--- src/hw/rtl/length_prefixed_deframer_macros.svh ---
// assertion macros for the length prefixed deframer
// used by the rtl files that carry concurrent checks; no other dependencies
`ifndef LENGTH_PREFIXED_DEFRAMER_MACROS_SVH
`define LENGTH_PREFIXED_DEFRAMER_MACROS_SVH
`ifndef SYNTHESIS
// check that is off while reset is asserted
`define LPD_ASSERT(lbl, clk_s, rstn_s, prop, msg) \
	lbl: assert property (@(posedge clk_s) disable iff (!rstn_s) prop) else $error(msg);
// check that also runs through reset
`define LPD_ASSERT_ALWAYS(lbl, clk_s, prop, msg) \
	lbl: assert property (@(posedge clk_s) prop) else $error(msg);
`else
`define LPD_ASSERT(lbl, clk_s, rstn_s, prop, msg)
`define LPD_ASSERT_ALWAYS(lbl, clk_s, prop, msg)
`endif
`endif

--- src/hw/rtl/lpd_pkg.sv ---
// shared constants and types for the length prefixed deframer
// no dependencies; used by lpd_step and length_prefixed_deframer
`timescale 1ns / 1ps
`default_nettype none

package lpd_pkg;

	localparam int unsigned HeaderSize = 17;
	localparam int unsigned IdBytes    = 8;

	typedef logic [4:0] hpos_t;

	localparam hpos_t PosVersion = hpos_t'(0);
	localparam hpos_t PosCommand = hpos_t'(1);
	localparam hpos_t PosLenHi   = hpos_t'(2);
	localparam hpos_t PosLenLo   = hpos_t'(3);
	localparam hpos_t PosDevType = hpos_t'(4);
	localparam hpos_t PosIdLast  = hpos_t'(5 + IdBytes - 1);
	localparam hpos_t PosSeqLast = hpos_t'(HeaderSize - 1);
	localparam hpos_t HdrDone    = hpos_t'(HeaderSize);

	typedef struct packed {
		logic [7:0]  payload_byte;
		logic [15:0] byte_index;
		logic [15:0] packet_length;
		logic [7:0]  version;
		logic [7:0]  command;
		logic [7:0]  device_type;
		logic [63:0] device_id;
		logic [31:0] sequence_res;
		logic        last_of_packet;
		logic        header_only;
		logic        truncated;
		logic [15:0] packet_number;
	} result_t;

endpackage

`default_nettype wire

--- src/hw/rtl/length_prefixed_deframer.sv ---
// Length prefixed deframer, top level.
// Input channel: one buffer byte per item (data_byte, end_of_buffer), in_valid/in_stall.
// Output channel: one tagged payload byte, header-only or truncated item per
// out_valid/out_stall transfer, with the captured header fields alongside.
// Each packet is a 17-byte header (version, command, big-endian length, device
// type, 8-byte id, 4-byte sequence) then length payload bytes. Header bytes
// give no item, except the final one of a zero-length packet. A buffer that
// ends mid-packet gives one truncated item in place of its last byte's item.
// Path: input register, step logic with header state, result register; out_valid
// and the result fields come from the result register.
// Throughput: one byte item per cycle unless the output stalls; the header/payload
// counters update on every accepted byte, so items flow back to back.
// Stalls: out_stall holds the result register; the input register then fills
// and in_stall rises until the result is taken.
// Reset: arst_n clears both registers' valid bits and all header state.
// Uses lpd_pkg, lpd_step and length_prefixed_deframer_macros.svh.
`timescale 1ns / 1ps
`default_nettype none

`include "length_prefixed_deframer_macros.svh"

module length_prefixed_deframer (
	input  wire logic        clk,
	input  wire logic        arst_n,
	input  wire logic        in_valid,
	output logic             in_stall,
	input  wire logic [7:0]  data_byte,
	input  wire logic        end_of_buffer,
	output logic             out_valid,
	input  wire logic        out_stall,
	output logic [7:0]       payload_byte,
	output logic [15:0]      byte_index,
	output logic [15:0]      packet_length,
	output logic [7:0]       version,
	output logic [7:0]       command,
	output logic [7:0]       device_type,
	output logic [63:0]      device_id,
	output logic [31:0]      sequence_res,
	output logic             last_of_packet,
	output logic             header_only,
	output logic             truncated,
	output logic [15:0]      packet_number
);

	logic              valid_s1;
	logic [7:0]        data_s1;
	logic              eob_s1;
	logic              out_valid_q;
	lpd_pkg::result_t  result_q;
	lpd_pkg::result_t  step_res;
	logic              step_valid;
	logic              out_free;
	logic              fire;

	assign out_free = !out_valid_q || !out_stall;
	assign fire     = valid_s1 && out_free;
	assign in_stall = valid_s1 && !out_free;

	always_ff @(posedge clk or negedge arst_n) begin
		if (!arst_n) begin
			valid_s1 <= 1'b0;
		end else if (!in_stall) begin
			valid_s1 <= in_valid;
		end
	end

	always_ff @(posedge clk) begin
		if (in_valid && !in_stall) begin
			data_s1 <= data_byte;
			eob_s1  <= end_of_buffer;
		end
	end

	lpd_step u_step (
		.clk       (clk),
		.arst_n    (arst_n),
		.fire      (fire),
		.data      (data_s1),
		.eob       (eob_s1),
		.res       (step_res),
		.res_valid (step_valid)
	);

	always_ff @(posedge clk or negedge arst_n) begin
		if (!arst_n) begin
			out_valid_q <= 1'b0;
		end else if (fire) begin
			out_valid_q <= step_valid;
		end else if (!out_stall) begin
			out_valid_q <= 1'b0;
		end
	end

	always_ff @(posedge clk) begin
		if (step_valid) begin
			result_q <= step_res;
		end
	end

	assign out_valid      = out_valid_q;
	assign payload_byte   = result_q.payload_byte;
	assign byte_index     = result_q.byte_index;
	assign packet_length  = result_q.packet_length;
	assign version        = result_q.version;
	assign command        = result_q.command;
	assign device_type    = result_q.device_type;
	assign device_id      = result_q.device_id;
	assign sequence_res   = result_q.sequence_res;
	assign last_of_packet = result_q.last_of_packet;
	assign header_only    = result_q.header_only;
	assign truncated      = result_q.truncated;
	assign packet_number  = result_q.packet_number;

	`LPD_ASSERT(a_stall_only_on_full, clk, arst_n, in_stall |-> (out_valid && out_stall), "input stalled while result register can move")
	`LPD_ASSERT(a_flags_exclusive, clk, arst_n, out_valid |-> !(truncated && (last_of_packet || header_only)), "truncated item also marked as packet end")
	`LPD_ASSERT(a_hdr_only_is_last, clk, arst_n, (out_valid && header_only) |-> (last_of_packet && (payload_byte == 8'd0) && (packet_length == 16'd0)), "header-only item malformed")
	`LPD_ASSERT_ALWAYS(a_reset_empty, clk, ($past(arst_n) == 1'b0) |-> !out_valid, "result valid right after reset")

endmodule

`default_nettype wire

--- src/hw/rtl/lpd_step.sv ---
// header capture and payload tagging state for the length prefixed deframer
// one byte item per fire; uses lpd_pkg
`timescale 1ns / 1ps
`default_nettype none

module lpd_step (
	input  wire logic            clk,
	input  wire logic            arst_n,
	input  wire logic            fire,
	input  wire logic [7:0]      data,
	input  wire logic            eob,
	output lpd_pkg::result_t     res,
	output logic                 res_valid
);

	lpd_pkg::hpos_t hpos_q;
	logic [15:0] pcount_q;
	logic [7:0]  ver_q, cmd_q, dtype_q;
	logic [15:0] len_q;
	logic [63:0] id_q;
	logic [31:0] seq_q;
	logic [15:0] seen_q;

	logic [7:0]  ver_n, cmd_n, dtype_n;
	logic [15:0] len_n;
	logic [63:0] id_n;
	logic [31:0] seq_n;

	logic        payload_mode;
	logic        last;
	logic        trunc;
	logic [15:0] pcount_inc;
	logic [15:0] seen_inc;

	always_comb begin
		payload_mode = (hpos_q == lpd_pkg::HdrDone);
		pcount_inc   = pcount_q + 16'd1;
		seen_inc     = (seen_q == 16'hFFFF) ? seen_q : seen_q + 16'd1;

		ver_n   = ver_q;
		cmd_n   = cmd_q;
		len_n   = len_q;
		dtype_n = dtype_q;
		id_n    = id_q;
		seq_n   = seq_q;
		if (!payload_mode) begin
			priority if (hpos_q == lpd_pkg::PosVersion) begin
				ver_n   = data;
				cmd_n   = '0;
				len_n   = '0;
				dtype_n = '0;
				id_n    = '0;
				seq_n   = '0;
			end else if (hpos_q == lpd_pkg::PosCommand) begin
				cmd_n = data;
			end else if (hpos_q == lpd_pkg::PosLenHi) begin
				len_n = {data, 8'h00};
			end else if (hpos_q == lpd_pkg::PosLenLo) begin
				len_n = {len_q[15:8], data};
			end else if (hpos_q == lpd_pkg::PosDevType) begin
				dtype_n = data;
			end else if (hpos_q <= lpd_pkg::PosIdLast) begin
				id_n = {id_q[55:0], data};
			end else begin
				seq_n = {seq_q[23:0], data};
			end
		end

		// length is complete well before the final header byte
		last  = payload_mode ? (pcount_inc == len_q)
			: ((hpos_q == lpd_pkg::PosSeqLast) && (len_q == 16'd0));
		trunc = eob && !last;

		res_valid = fire && (payload_mode || last || eob);

		res.payload_byte   = (payload_mode && !trunc) ? data : 8'd0;
		res.byte_index     = (payload_mode && !trunc) ? pcount_q : 16'd0;
		res.packet_length  = len_n;
		res.version        = ver_n;
		res.command        = cmd_n;
		res.device_type    = dtype_n;
		res.device_id      = id_n;
		res.sequence_res   = seq_n;
		res.last_of_packet = last;
		res.header_only    = last && !payload_mode;
		res.truncated      = trunc;
		res.packet_number  = last ? seen_inc : seen_q;
	end

	always_ff @(posedge clk or negedge arst_n) begin
		if (!arst_n) begin
			hpos_q   <= lpd_pkg::PosVersion;
			pcount_q <= '0;
			ver_q    <= '0;
			cmd_q    <= '0;
			len_q    <= '0;
			dtype_q  <= '0;
			id_q     <= '0;
			seq_q    <= '0;
			seen_q   <= '0;
		end else if (fire) begin
			ver_q   <= ver_n;
			cmd_q   <= cmd_n;
			len_q   <= len_n;
			dtype_q <= dtype_n;
			id_q    <= id_n;
			seq_q   <= seq_n;
			if (last || trunc) begin
				hpos_q   <= lpd_pkg::PosVersion;
				pcount_q <= '0;
			end else if (payload_mode) begin
				pcount_q <= pcount_inc;
			end else begin
				hpos_q <= hpos_q + 5'd1;
			end
			if (eob) begin
				seen_q <= '0;
			end else if (last) begin
				seen_q <= seen_inc;
			end
		end
	end

endmodule

`default_nettype wire

--- config.mk ---
export PLATFORM = sky130hd
export DESIGN_NAME = length_prefixed_deframer
export DESIGN_NICKNAME = d
export VERILOG_FILES = /design/src/hw/rtl/lpd_pkg.sv /design/src/hw/rtl/length_prefixed_deframer.sv /design/src/hw/rtl/lpd_step.sv
export VERILOG_INCLUDE_DIRS = /design/src /design/src/hw/rtl
export SDC_FILE = /design/constraint.sdc
export NUM_CORES = 1
export LEC_CHECK = 0
export ABC_AREA = 1
export ABC_CLOCK_PERIOD_IN_PS = 11400
export BUFFER_PORTS_ARGS = -buffer_cell sky130_fd_sc_hd__clkbuf_2
export CORE_UTILIZATION = 44
export DETAILED_ROUTE_END_ITERATION = 8
export PLACE_DENSITY_LB_ADDON = 0.08
export RECOVER_POWER = 100
export SLEW_MARGIN = 15
export SYNTH_ARGS = -nofsm -noshare
export SYNTH_HDL_FRONTEND = slang
export SYNTH_SLANG_ARGS = --single-unit
--- constraint.sdc ---
create_clock -name clk -period 11.4 [get_ports clk]
set_input_delay 0 -clock clk [delete_from_list [all_inputs] [get_ports clk]]
set_output_delay 0 -clock clk [all_outputs]
set_load 0.01 [all_outputs]
# Yosys cells after proc, flatten, opt, wreduce, memory -nomap -nowiden
# Index checks and enable logic that the tools add are counted.
# op_classes
n_eq_ne,10
n_addsub,3
n_reduce_logical,24
muxes,40
magnitude_cmp,1
# ops
cell,n
2-to-1 mux 64 bit,7
2-to-1 mux 32 bit,7
2-to-1 mux 16 bit,9
2-to-1 mux 8 bit,12
adder 16 x 1 -> 16 bit (second input constant),2
== test 16 bit,1
== test 16 bit (second input constant),1
logical NOT 16 bit,1
== test 5 x 2 -> 1 bit (second input constant),2
== test 5 bit (second input constant),2
2-to-1 mux 5 bit,2
logical AND 1 bit,8
logical NOT 1 bit,7
adder 5 x 1 -> 5 bit (second input constant),1
== test 5 x 1 -> 1 bit (second input constant),1
== test 5 x 3 -> 1 bit (second input constant),1
<= comparator 5 x 4 -> 1 bit (second input constant),1
logical NOT 5 bit,1
logical OR 1 bit,4
AND reduction 2 bit,2
2-to-1 mux 1 bit,3
inequality test 2 x 1 -> 1 bit (second input constant),1
inequality test 2 bit (second input constant),1
nonzero test 2 bit,1
# word_totals
out_inout_bits,181
wordCells,103
register_bits,363
inputBits,13

# Depth between registers and ports, before layout
# logic_depth
word_depth,8
mapped_depth,19
mapped_depth_nobuf,18

# Hierarchy
# From an unflattened synthesis, not the netlist that was laid out.
# unflattened
hier_cells,1640
hier_area_um2,15793.9
# by_module_without_submodules
mod,cells_each,instances,seq_area_each_um2,area_per_inst_um2
lpd_step,1440,1,4329.2,10055.9
length_prefixed_deframer,200,1,5695.5,5738.0

# Least setup slack after synthesis
# OpenSTA, ideal clock, no wires.
# synth_path
kind,flip-flop to flip-flop
start,register u_step.hpos_q[1]
end,register u_step.pcount_q[10]
setup_slack_ps,7429
setup_time_ps,76
stages_incl_launch_ff,14
arrival_time_ps,3894
required_ps,11324
synth_period_minus_slack_ps,3971
path_buffers,1
path_cell_list,dfrtp_1 inv_1 ha_1 inv_1 nor2_1 inv_1 nor2_4 inv_1 nand2_2 o21ai_2 inv_2 nand2_2 buf_2 o21ai_1
# synth_via
elab_chain_len,8
word_cells_on_any_way,10
classes_between,2 x eq/ne; 2 x mux; 6 x reduce/logical
# synth_rtl
element,line_no,source
start: declaration,lpd_step.sv:16,lpd_pkg::hpos_t hpos_q;
start signal: assignment,lpd_step.sv:92,hpos_q <= lpd_pkg::PosVersion;
start signal: assignment,lpd_step.sv:109,hpos_q <= lpd_pkg::PosVersion;
start signal: assignment,lpd_step.sv:114,hpos_q <= hpos_q + 5'd1;
== test 5 bit,lpd_step.sv:71,: ((hpos_q == lpd_pkg::PosSeqLast) && (len_q == 16'd0));
logical AND 1 bit,lpd_step.sv:71,
2-to-1 mux 1 bit,lpd_step.sv:70,last = payload_mode ? (pcount_inc == len_q)
logical NOT 1 bit,lpd_step.sv:72,trunc = eob && !last;
logical AND 1 bit,lpd_step.sv:72,
logical OR 1 bit,lpd_step.sv:108,if (last || trunc) begin
nonzero test 2 bit (no line),--,
AND reduction 2 bit (no line),--,
end signal: assignment,lpd_step.sv:112,pcount_q <= pcount_inc;
end: declaration,lpd_step.sv:17,logic [15:0] pcount_q;
# Parallel ways exist; a longest one is shown, timed or not.
# A chain may end at the register's enable or synchronous reset.

# Worst setup path in the final report
# layout_path
start,register out_valid_q (netlist: out_valid)
end,register u_step.pcount_q[6]
# layout_via
elab_chain_len,4
# layout_rtl
element,line_no,source
start: declaration,length_prefixed_deframer.sv:48,logic out_valid_q;
start signal: assignment,length_prefixed_deframer.sv:88,out_valid_q <= step_valid;
logical NOT 1 bit,length_prefixed_deframer.sv:55,assign out_free = !out_valid_q || !out_stall;
logical OR 1 bit,length_prefixed_deframer.sv:55,
logical AND 1 bit,length_prefixed_deframer.sv:56,assign fire = valid_s1 && out_free;
AND reduction 2 bit (no line),--,
# No other way between the ends.

==> flow_summary_export.csv <==
group,metric,value,unit
outcome,status,"finished with violations",
outcome,violations,"max-capacitance violations, max-slew violations",
floorplanning,die_area,36300,um^2
sta,final.min_clock_period,6.76,ns
placed_design,io_buffers,193,
finish,fillCellCount,3317,
global_route,grt_pass1_vias,10700,
floorplanning,die_h,190,um
placed_design,dp_slack,6.87,ns
worst_setup_path,path_cells,"nand2_1, nand2_2, clkbuf_1, inv_6, o21ai_0, inv_8, buf_4, nand2_1, o21ai_0",
clock_network,cts_inserted_buffers,40,
finish,area_growth,16.2,%
power,switchingPower,1.22,mW
sta,finalCritPeriodShare,59.3,%
finish,drive_above_1_share,5.54,%
placed_design,gp_congestion,0.877,
clock_network,clk_latency,0.53,ns
sta,slew-limit-headroom,-325,%
worst_setup_path,crit_buf_inv,4,
drt,vias_per_cell,5.06,
worst_setup_path,worstReg2RegEnd,"u_step.pcount_q[6]",
drt,postRouteWirelength,38100,um
sta,post-route-worst-setup-slack,4.64,ns
worst_setup_path,reg2reg_from,"out_valid",
finish,num_antenna_cells,0,
finish,layout_common_cells,"nand2_1, o21ai_0, clkbuf_1",
global_route,antenna_found_initial,0,
drt,drc,0,
clock_network,cts_setup_buffers,0,
power,p_comb_share,21.7,%
logic_synthesis,synth_cell_types,37,
worst_setup_path,max_stage_delay,1.71,ns
worst_setup_path,r2r_slack,4.64,ns
floorplanning,core,34700,um^2
logic_synthesis,syn_nets,1611,
sta,setup_violations,0,
drt,wl_per_cell,16.9,um
worst_setup_path,critical_path_class,"reg -> reg",
finish,fin_util,52.3,%
worst_setup_path,crit_start,"out_valid",
clock_network,path_clk_slew,0.06,ns
logic_synthesis,synth-seq-area-share,64.1,%
logic_synthesis,ys_warn_count,0,
power,switching_share,31.3,%
logic_synthesis,synth-seq-cells,363,
drt,drt-initial-drc-count,897,
floorplanning,die_width,190,um
power,vdd_drop_max,0.116,mV
hold_path,worst_hold_path.num_cells,2,
power,power.density,215,nW/um^2
drt,ant_nets,0,
hold_path,min_delay_worst_endpoint,"data_s1[3]",
logic_synthesis,synth_area_leaders,"edfxtp_1, dfrtp_1, nand2_1",
sta,finalSetupTns,0,ns
worst_setup_path,worstRegToRegCells,9,
logic_synthesis,synth_area,15600,um^2
clock_network,cts_max_level,2,
clock_network,cts_hold_buf,14,
global_route,grt_use_met1,31.3,%
power,p_clk_share,34.2,%
worst_setup_path,path_max_fanout,108,
logic_synthesis,netlist_instances,1592,
power,seq_power_share,44.0,%
global_route,grt_start_max_net_pins,129,
clock_network,ctsResizeCount,0,
logic_synthesis,ys.flop_type,"edfxtp_1",
sta,hold_violations,0,
sta,fmax,148,MHz
worst_setup_path,arrival,7.16,ns
floorplanning,start_util,45.0,%
logic_synthesis,synth_edf_count,188,
sta,slew_viol_final,377,
power,p_leak,7.22,nW
sta,clock_skew,0.0141,ns
global_route,grtUsageMet2,33.0,%
clock_network,clockBufferDepth,3,
hold_path,hold_path_class,"in -> reg",
sta,tightest_slew,6.38,ns
run,maxCapViolCount,6,
global_route,grt_first_pass_wirelength,60200,um
placed_design,place_hpwl,23700,um
power,p_total,3.91,mW
finish,final_common_cell,"nand2_1",
worst_setup_path,slowest_stage,"clkbuf_1",
clock_network,cts_tree,"yes",
logic_synthesis,avgSynthCellArea,9.82,um^2
clock_network,cts.sinks,363,
worst_setup_path,crit_family,"buffers and inverters",
drt,drt-pass1-iter-count,5,
global_route,grt-busiest-layer,"met2",
global_route,grt_usage,21.2,%
global_route,grt_overflow,0,
drt,vias,11400,
floorplanning,ios,194,
clock_network,root_buffer,"clkbuf_16",
floorplanning,rows,68,
global_route,use_met3,3.46,%
power,internal_power,2.68,mW
logic_synthesis,synth_top_cell_by_area,"edfxtp_1",
worst_setup_path,crit_required,11.80,ns
logic_synthesis,async_flop_share,48.2,%
worst_setup_path,cp-start-kind,"flop",
hold_path,min_from,"data_byte[3]",
finish,final_nets,1792,
worst_setup_path,cp-end-kind,"flop",
sta,rsz0062_at_grt,"no",
logic_synthesis,synth_top_area_share,36.1,%
cells in the mapped netlist (3+ instances only):
cell / number
nor2_1: 63
inv_1: 172
nor3_1: 4
nand4_1: 13
a31oi_1: 15
nor2_2: 4
and2_1: 3
a21oi_1: 122
xor2_1: 14
nand2_2: 5
edfxtp_1: 188
o21ai_2: 7
dfrtp_1: 175
nor4_1: 5
clkbuf_1: 55
buf_1: 6
nand3_2: 5
nor2_4: 3
buf_6: 3
nand3_1: 36
ha_1: 6
buf_2: 15
o21ai_1: 20
nand2_1: 378
o21ai_0: 257
inv_2: 3
per-stage QoR:
stage	cell area, um^2	std cells	hold WS (ns)
after detailed placement	16900	2171	0.185
final	18200	2260	0.189
after global routing	18200	2260	0.194
after floorplan	15600	1592	-0.296
after global placement	16900	2171	0.193
after CTS	18400	2259	0.178
routing by layer:
layer / share of wire (%) / vias up
li1: - / 5674
met1: 47 / 5468
met2: 46 / 267
met3: 5.4 / 36
met4: 1.4 / 0
met5: 0 / -
flip-flops by register name, indices dropped and copies added, names as in the netlist, 16 cells and up:
name / cells
packet_length: 16
sequence_res: 32
byte_index: 16
u_step.seen_q: 16
u_step.len_q: 16
u_step.seq_q: 32
packet_number: 16
device_id: 64
u_step.id_q: 64
u_step.pcount_q: 16
layout make-up:
type                            instances  area, um^2  area share (%)
Multi-Input combinational cell        973        4560            25.1
Timing Repair Buffer                  219         961            5.29
Sequential cell                       363       10000            55.2
Tap cell                              455         569            3.14
Clock buffer                           59        1150            6.36
Inverter                              176         674            3.72
Clock inverter                         15         214            1.18
cell families after synthesis:
family / count (synthesis) / synth area share, %
AND/OR/NAND/NOR: 523 / 13.8
AO/OA/AOI/OAI: 429 / 14.3
flip-flops: 363 / 64.1
buffers and inverters: 256 / 6.44
XOR/XNOR: 15 / 0.841
adder cells (fa/ha/maj): 6 / 0.480
how the worst max path moves through the flow:
stage / end / slack (ns) / cells after the start
3_5_place_dp: u_step.pcount_q[0] / 6.87 / 13
3_3_place_gp: u_step.pcount_q[0] / 7.00 / 13
6_report: u_step.pcount_q[6] / 4.64 / 9
5_1_grt: u_step.pcount_q[8] / 4.08 / 9
4_1_cts: u_step.pcount_q[15] / 6.84 / 13
2_1_floorplan: u_step.pcount_q[10] / 7.43 / 13
worst reg2reg max path, stage by stage (launching register included):
cell and delay, ns:
dfrtp_1 0.35, nand2_1 0.10, nand2_2 0.06, clkbuf_1 1.71, inv_6 0.77, o21ai_0 1.26, inv_8 0.78, buf_4 0.85
nand2_1 0.60, o21ai_0 0.14
power groups by stage:
stage | clock network (mW) | registers (mW) | logic, mW
after global routing | 1.42 | 1.74 | 0.975
after detailed placement | 0 | 1.74 | 0.841
after floorplan | 0 | 1.76 | 0.559
final | 1.34 | 1.72 | 0.849
after global placement | 0 | 1.74 | 0.836
after CTS | 1.37 | 1.72 | 0.851
(Power assumes the default switching activity.)
